$ cat src/hdl/block_mean_pixelate_assert.svh
// Assertion macros for the block mean pixelate design.
// Needs a clock named clock and a reset named reset in the including module.
`ifndef BLOCK_MEAN_PIXELATE_ASSERT_SVH
`define BLOCK_MEAN_PIXELATE_ASSERT_SVH

// same-cycle implication, disabled in reset
`define BMP_ASSERT_NOW(label, ante, cons, msg) \
   label: assert property (@(posedge clock) disable iff (reset) (ante) |-> (cons)) \
      else $error(msg);

// next-cycle implication, disabled in reset
`define BMP_ASSERT_NEXT(label, ante, cons, msg) \
   label: assert property (@(posedge clock) disable iff (reset) (ante) |=> (cons)) \
      else $error(msg);

`endif

$ cat src/hdl/bmp_pkg.sv
// Shared types and constants for the block mean pixelate design.
// No dependencies.
package bmp_pkg;

   localparam int CNT_W    = 12;  // pixel counters and tile indices
   localparam int TILE_W   = 7;   // tile edge and in-tile positions
   localparam int AREA_W   = 14;  // tile edge squared
   localparam int SUM_W    = 28;  // saturating channel sums
   localparam int CH_W     = 16;  // channel field width
   localparam int POS_W    = 11;  // origin field width
   localparam int CSR_IDX_W  = 2;
   localparam int CSR_DATA_W = 12;

   localparam int DEF_MAX_COLUMNS  = 2048;
   localparam int DEF_MAX_ROWS     = 2048;
   localparam int DEF_MAX_TILE     = 64;
   localparam int DEF_CHANNEL_BITS = 16;

   localparam logic [CSR_IDX_W-1:0] REG_IMAGE_ROWS    = 2'd0;
   localparam logic [CSR_IDX_W-1:0] REG_IMAGE_COLUMNS = 2'd1;
   localparam logic [CSR_IDX_W-1:0] REG_TILE_SIZE     = 2'd2;

   typedef struct packed {
      logic            frame_start;
      logic [CH_W-1:0] red_in;
      logic [CH_W-1:0] green_in;
      logic [CH_W-1:0] blue_in;
   } req_type;

   typedef struct packed {
      logic [POS_W-1:0] origin_row;
      logic [POS_W-1:0] origin_col;
      logic [CH_W-1:0]  red_mean;
      logic [CH_W-1:0]  green_mean;
      logic [CH_W-1:0]  blue_mean;
      logic             frame_done;
   } rsp_type;

   typedef struct packed {
      logic clear_en;
      logic cfg_start;
      logic cfg_load;
      logic mean_start;
      logic rsp_load;
      logic pix_ready;
      logic csr_ready;
   } cmd_type;

   typedef struct packed {
      logic clear_last;
      logic cfg_done;
      logic mean_done;
      logic s1_valid;
      logic s1_last;
      logic rsp_free;
   } status_type;

endpackage

$ cat src/hdl/bmp_controller.sv
// Controller: sequences the clearing pass, tile realignment, mean division
// and result hand-off. Depends on bmp_pkg and the assertion macro header.
`include "block_mean_pixelate_assert.svh"

module bmp_controller (
   input  logic                clock,
   input  logic                reset,
   input  logic                req_valid,
   input  logic                csr_valid,
   input  bmp_pkg::status_type st,
   output bmp_pkg::cmd_type    cmd
);
   localparam logic [2:0] ST_CLEAR     = 3'd0;
   localparam logic [2:0] ST_CFG_GO    = 3'd1;
   localparam logic [2:0] ST_CFG_WAIT  = 3'd2;
   localparam logic [2:0] ST_IDLE      = 3'd3;
   localparam logic [2:0] ST_MEAN_WAIT = 3'd4;
   localparam logic [2:0] ST_HOLD      = 3'd5;

   logic [2:0] state_ff, state_in;
   logic       csr_we;

   always_comb begin
      cmd.clear_en   = (state_ff == ST_CLEAR);
      cmd.cfg_start  = (state_ff == ST_CFG_GO);
      cmd.cfg_load   = (state_ff == ST_CFG_WAIT) && st.cfg_done;
      cmd.mean_start = (state_ff == ST_IDLE) && st.s1_last;
      cmd.rsp_load   = ((state_ff == ST_MEAN_WAIT) && st.mean_done && st.rsp_free) ||
                       ((state_ff == ST_HOLD) && st.rsp_free);
      cmd.pix_ready  = (state_ff == ST_IDLE) && !st.s1_last;
      cmd.csr_ready  = (state_ff == ST_CLEAR) ||
                       ((state_ff == ST_IDLE) && !st.s1_valid && !req_valid);
      csr_we         = csr_valid && cmd.csr_ready;
   end

   always_comb begin
      state_in = state_ff;
      unique case (state_ff)
         ST_CLEAR:     if (st.clear_last) state_in = ST_CFG_GO;
         ST_CFG_GO:    state_in = ST_CFG_WAIT;
         ST_CFG_WAIT:  if (st.cfg_done) state_in = ST_IDLE;
         ST_IDLE: begin
            if (csr_we) begin
               state_in = ST_CFG_GO;
            end else if (st.s1_last) begin
               state_in = ST_MEAN_WAIT;
            end
         end
         ST_MEAN_WAIT: if (st.mean_done) state_in = st.rsp_free ? ST_IDLE : ST_HOLD;
         ST_HOLD:      if (st.rsp_free) state_in = ST_IDLE;
         default:      state_in = ST_CLEAR;
      endcase
   end

   always_ff @(posedge clock) begin
      if (reset) begin
         state_ff <= ST_CLEAR;
      end else begin
         state_ff <= state_in;
      end
   end

   `BMP_ASSERT_NOW(a_cfg_done_waiting, st.cfg_done, state_ff == ST_CFG_WAIT, "realign done out of turn")
   `BMP_ASSERT_NOW(a_mean_done_waiting, st.mean_done, state_ff == ST_MEAN_WAIT, "mean done out of turn")
   `BMP_ASSERT_NEXT(a_no_pixel_behind_tile, st.s1_last, !st.s1_valid, "pixel taken behind a tile end")

endmodule

$ cat config.mk
export PLATFORM = sky130hd
export DESIGN_NAME = bmp_controller
export DESIGN_NICKNAME = d
export VERILOG_FILES = /design/src/hdl/bmp_pkg.sv /design/src/hdl/bmp_controller.sv
export VERILOG_INCLUDE_DIRS = /design/src /design/src/hdl
export SDC_FILE = /design/constraint.sdc
export NUM_CORES = 1
export LEC_CHECK = 0
export BUFFER_PORTS_ARGS = -buffer_cell sky130_fd_sc_hd__buf_2
export CORE_AREA = 5 5 42 44
export DETAILED_ROUTE_END_ITERATION = 6
export DIE_AREA = 0 0 47 49
export SLEW_MARGIN = 25
export SYNTH_ARGS = -nofsm -noshare
export SYNTH_HDL_FRONTEND = slang
export SYNTH_SLANG_ARGS = --single-unit
$ cat constraint.sdc
create_clock -name clock -period 1 [get_ports clock]
set_input_delay 0.05 -clock clock [delete_from_list [all_inputs] [get_ports clock]]
set_output_delay 0.05 -clock clock [all_outputs]
set_load 0.02 [all_outputs]
; ---- After elaboration in Yosys (flattened, before gate mapping)
; Index checks and enable logic that the tools add are counted.
[classes]
reduce_logical = 16
n_eq_ne = 10
muxes = 8
[ops]
columns = cell, n
row1 = 2-to-1 mux 3 bit, 7
row2 = one-hot mux 3 bit (6 select lines), 1
row3 = logical AND 1 bit, 9
row4 = "inequality test 2 bit, second input constant", 4
row5 = "== test 3 x 2 -> 1 bit, second input constant", 2
row6 = "== test 3 bit, second input constant", 2
row7 = AND reduction 5 bit, 1
row8 = "== test 3 x 1 -> 1 bit, second input constant", 1
row9 = zero test 1 bit, 3
row10 = zero test 3 bit, 1
row11 = "inequality test 3 bit, second input constant", 1
row12 = logical OR 1 bit, 2
[word_totals]
regBits = 3
out_inout_bits = 7

; ---- Logic depth before layout (Yosys ltp)
[logic_depth]
ltp_word = 7
depth_mapped = 4
ltp_nobuf = 3

; ---- Worst setup path before layout
; Ideal clock, no wire load.
[synth_path]
kind = register to output
from = reg state_ff[0]
to = out cmd[2] in the netlist's numbering
arrival_time_ns = 1.134
path_buffers = 1
setup_slack_ns = -0.184
t_required_ns = 0.950
stages_incl_launch_ff = 4
cell_sequence = dfxtp_1 > buf_2 > o21ai_0 > nor3b_1
[synth_lines]
columns = item, line
row1 = "start, declared", bmp_controller.sv:20  ; logic [2:0] state_ff, state_in;
row2 = "start signal, assigned", bmp_controller.sv:59  ; state_ff <= state_in;
row3 = "end, declared", bmp_controller.sv:11  ; output bmp_pkg::cmd_type cmd

==> results by group <==
Critical path
  – Delay-heaviest family, CP: flip-flops
  – Crit. End Element: output port
  – CP Max Fanout: 6
  – Slowest stage delay, CP: 0.35 ns
  – RR Startpoint: state_ff[1]$_SDFFE_PP0P_
  – Sequence of cells on the critical path: or2_4 -> o31a_4 -> nor2_4 -> buf_6
  – CP Launch Type: flop
  – CP Class: flop to output port
  – Worst reg-to-reg setup slack: -0.12 ns
  – CP max stage cell: dfxtp_4
  – Critical Path RT: 0.95 ns
  – Stages on worst setup path: 4
  – R2R cell count: 5
  – Crit path DAT: 1.13 ns
  – Reg2reg end: state_ff[0]$_SDFFE_PP0P_
  – WP buf/inv: 1

Route
  – Vias per Instance: 4.67
  – Drt total wl: 948 microns
  – Routed Antenna Nets: 0
  – Initial DRC Count: 2
  – # DRC: 0
  – Drt first pass iters: 3
  – Drt wl/cell: 11.6 microns
  – Vias: 383

Clock network
  – Clk pin slew, worst setup/hold paths: 0.04 ns
  – CTS tree: yes
  – CTS max path bufs: 2
  – Clock sink total: 3
  – CTS buffer count: 3
  – CTS root buffer: clkbuf_4
  – Htree depth: 1
  – Worst skew pair latency: 0.23 ns

STA
  – Setup violators final: 10
  – Final slew viol count: 0
  – Fin crit share: 118%
  – Layout Skew: 0.00106 ns
  – Setup repair after global routing missed its margin: true
  – Final hold vios: 0
  – Headroom to the max-slew limit: 80.8%
  – Worst-case hold slack: 0.124 ns
  – Worst Max-Slew Pin Slew: 0.285 ns
  – Fin crit period: 1.18 ns
  – Fmax: 845 MHz
  – Fin worst setup slack: -0.184 ns
  – Sum Neg Setup Slack: -1.25 ns

Logic synthesis
  – Top FF cell, synth: dfxtp_1
  – Most frequent cell after synthesis: nor3_1
  – Synthesized net count: 46
  – Fraction of registers with async set/reset: 0%
  – Netlist cell types: 23
  – Sequential area share after synthesis: 22.6%
  – YS warnings: 0
  – Synth Register Bits: 3
  – Number of synthesized flops with an enable pin: 0
  – Syn Inst Count: 36
  – Synth cell count leaders: nor3_1, a21oi_1, dfxtp_1
  – Synth area leaders: dfxtp_1, nor3_1, a21oi_1, nor3b_1, nand2b_1
  – Area leader, netlist: dfxtp_1
  – Yosys top cell area share: 22.6%
  – Mean Syn Cell Area: 7.37 sq um
  – Synthesized area: 265 sq um

Pwr
  – Max IR drop VDD: 0.526 mV
  – Leakage: 0.274 nW
  – Total power: 0.647 mW
  – Power per cell area: 1100 nW/um^2

Floorplanning
  – DIE WIDTH: 47 microns
  – Initial cell density of the core: 18.9%
  – Core area: 1400 sq um
  – Area of the die: 2300 sq um
  – Die Y: 49 microns
  – Rows: 14
  – Num ports: 17

Cells and area
  – Inserted Diodes: 0
  – Finished Cell Area: 588 sq um
  – Fill cell count: 152
  – Final nets: 77
  – Layout Cells excl Fill: 82
  – Max reg flops: 3
  – Layout cells sized above 1: 71.2%
  – Largest regs: state_ff (3)
  – Largest Register: state_ff
  – Area delta synth->final: 122%

Placement
  – Port Buffer Count: 16
  – Dpl hpwl: 695 microns
  – Final GP Congestion: 0.723
  – DP Area: 437 sq um
  – Placed Cells: 74

Worst hold path
  – HP Start: st[1]
  – HP Class: input pin to flop
  – Cells on Worst Hold Path: 3
  – Hold endpoint: state_ff[2]$_SDFFE_PP0P_

GRT
  – Vias in the first global route: 403
  – GRT Util Overall: 9.36%
  – Global Route met3 Usage: 3.32%
  – Met1 Use GR: 10.1%
  – GRT Residual Overflow: 0
  – Largest net degree at the start of global routing: 8
  – Met2 global-route usage: 15.8%
  – Initial antenna violation count: 0
  – Peak-usage layer in the global routing report: met2
  – First-pass GRT wire length: 1580 microns

Job
  – Max cap viols: 0

Run status
  – Failing checks: negative setup slack
  – Outcome: complete, but fails checks
-- cell type report --
class / instances / area [sq um] / share of cell area [%]
multi-input combinational: 29 / 246 / 41.9
timing repair buffer: 29 / 220 / 37.4
sequential: 3 / 71.3 / 12.1
clock buffer: 4 / 26.3 / 4.47
tap: 16 / 20.0 / 3.40
inverter: 1 / 3.75 / 0.638
-- per-stage QoR --
step | worst slack, ns | utilization [%]
final | -0.184 | 42.0
after global routing | -0.232 | 42.0
after CTS | -0.235 | 39.6
after detailed placement | -0.0805 | 31.2
after global placement | -0.0696 | 31.2
after floorplan | -0.0574 | -
-- kinds of logic (layout without fill, tap and decap cells) --
kind of cell	count (synthesis)	in the layout	share of synthesized area [%]
flip-flops	3	3	22.6
AO/OA/AOI/OAI	12	12	29.7
buffers and inverters	4	34	8.02
AND/OR/NAND/NOR	17	17	39.6
-- tightest hold or removal path, delay by kind of cell --
kind,cells,cell delay (ns)
buffers and inverters,1,0.13
AND/OR/NAND/NOR,1,0.08
AO/OA/AOI/OAI,1,0.06
-- layout by cell type (no fill, tap or decap), types with 2 or more instances in the layout --
| master | count |
|---|---|
| o21ai_0 | 2 |
| dfxtp_4 | 3 |
| nand2b_1 | 2 |
| nand2_2 | 2 |
| clkbuf_4 | 3 |
| a21oi_1 | 4 |
| buf_6 | 6 |
| nor3_4 | 2 |
| buf_2 | 9 |
| nor3_2 | 2 |
| nor3b_2 | 2 |
| buf_4 | 13 |
-- how the worst max path moves through the flow --
stage	slack, ns	end	startpoint
after global routing	-0.23	cmd[6]	state_ff[0]$_SDFFE_PP0P_
after floorplan	-0.06	cmd[1]	state_ff[2]$_SDFFE_PP0P_
after global placement	-0.07	cmd[0]	state_ff[0]$_SDFFE_PP0P_
final	-0.18	cmd[0]	state_ff[1]$_SDFFE_PP0P_
after detailed placement	-0.08	cmd[0]	state_ff[0]$_SDFFE_PP0P_
after CTS	-0.24	cmd[0]	state_ff[0]$_SDFFE_PP0P_
-- layer usage --
| metal | vias up | share of wire, % |
|---|---|---|
| met4 | 0 | 1.3 |
| met5 | - | 0 |
| li1 | 190 | - |
| met2 | 9 | 54 |
| met1 | 182 | 39 |
| met3 | 2 | 5.9 |
-- what timing repair did --
action                                  CTS  global route
gates resized for setup                  19             7
hold buffers                              1             0
pin swaps                                 6             2
endpoints found under the setup margin   10            10
buffers inserted                          3             0
hold endpoints to repair                  1             0
-- where the power goes --
part	switching [mW]	internal, mW
logic	0.128	0.162
registers	0.0150	0.130
clock network	0.0622	0.150
Power figures use the tool's default switching activity.
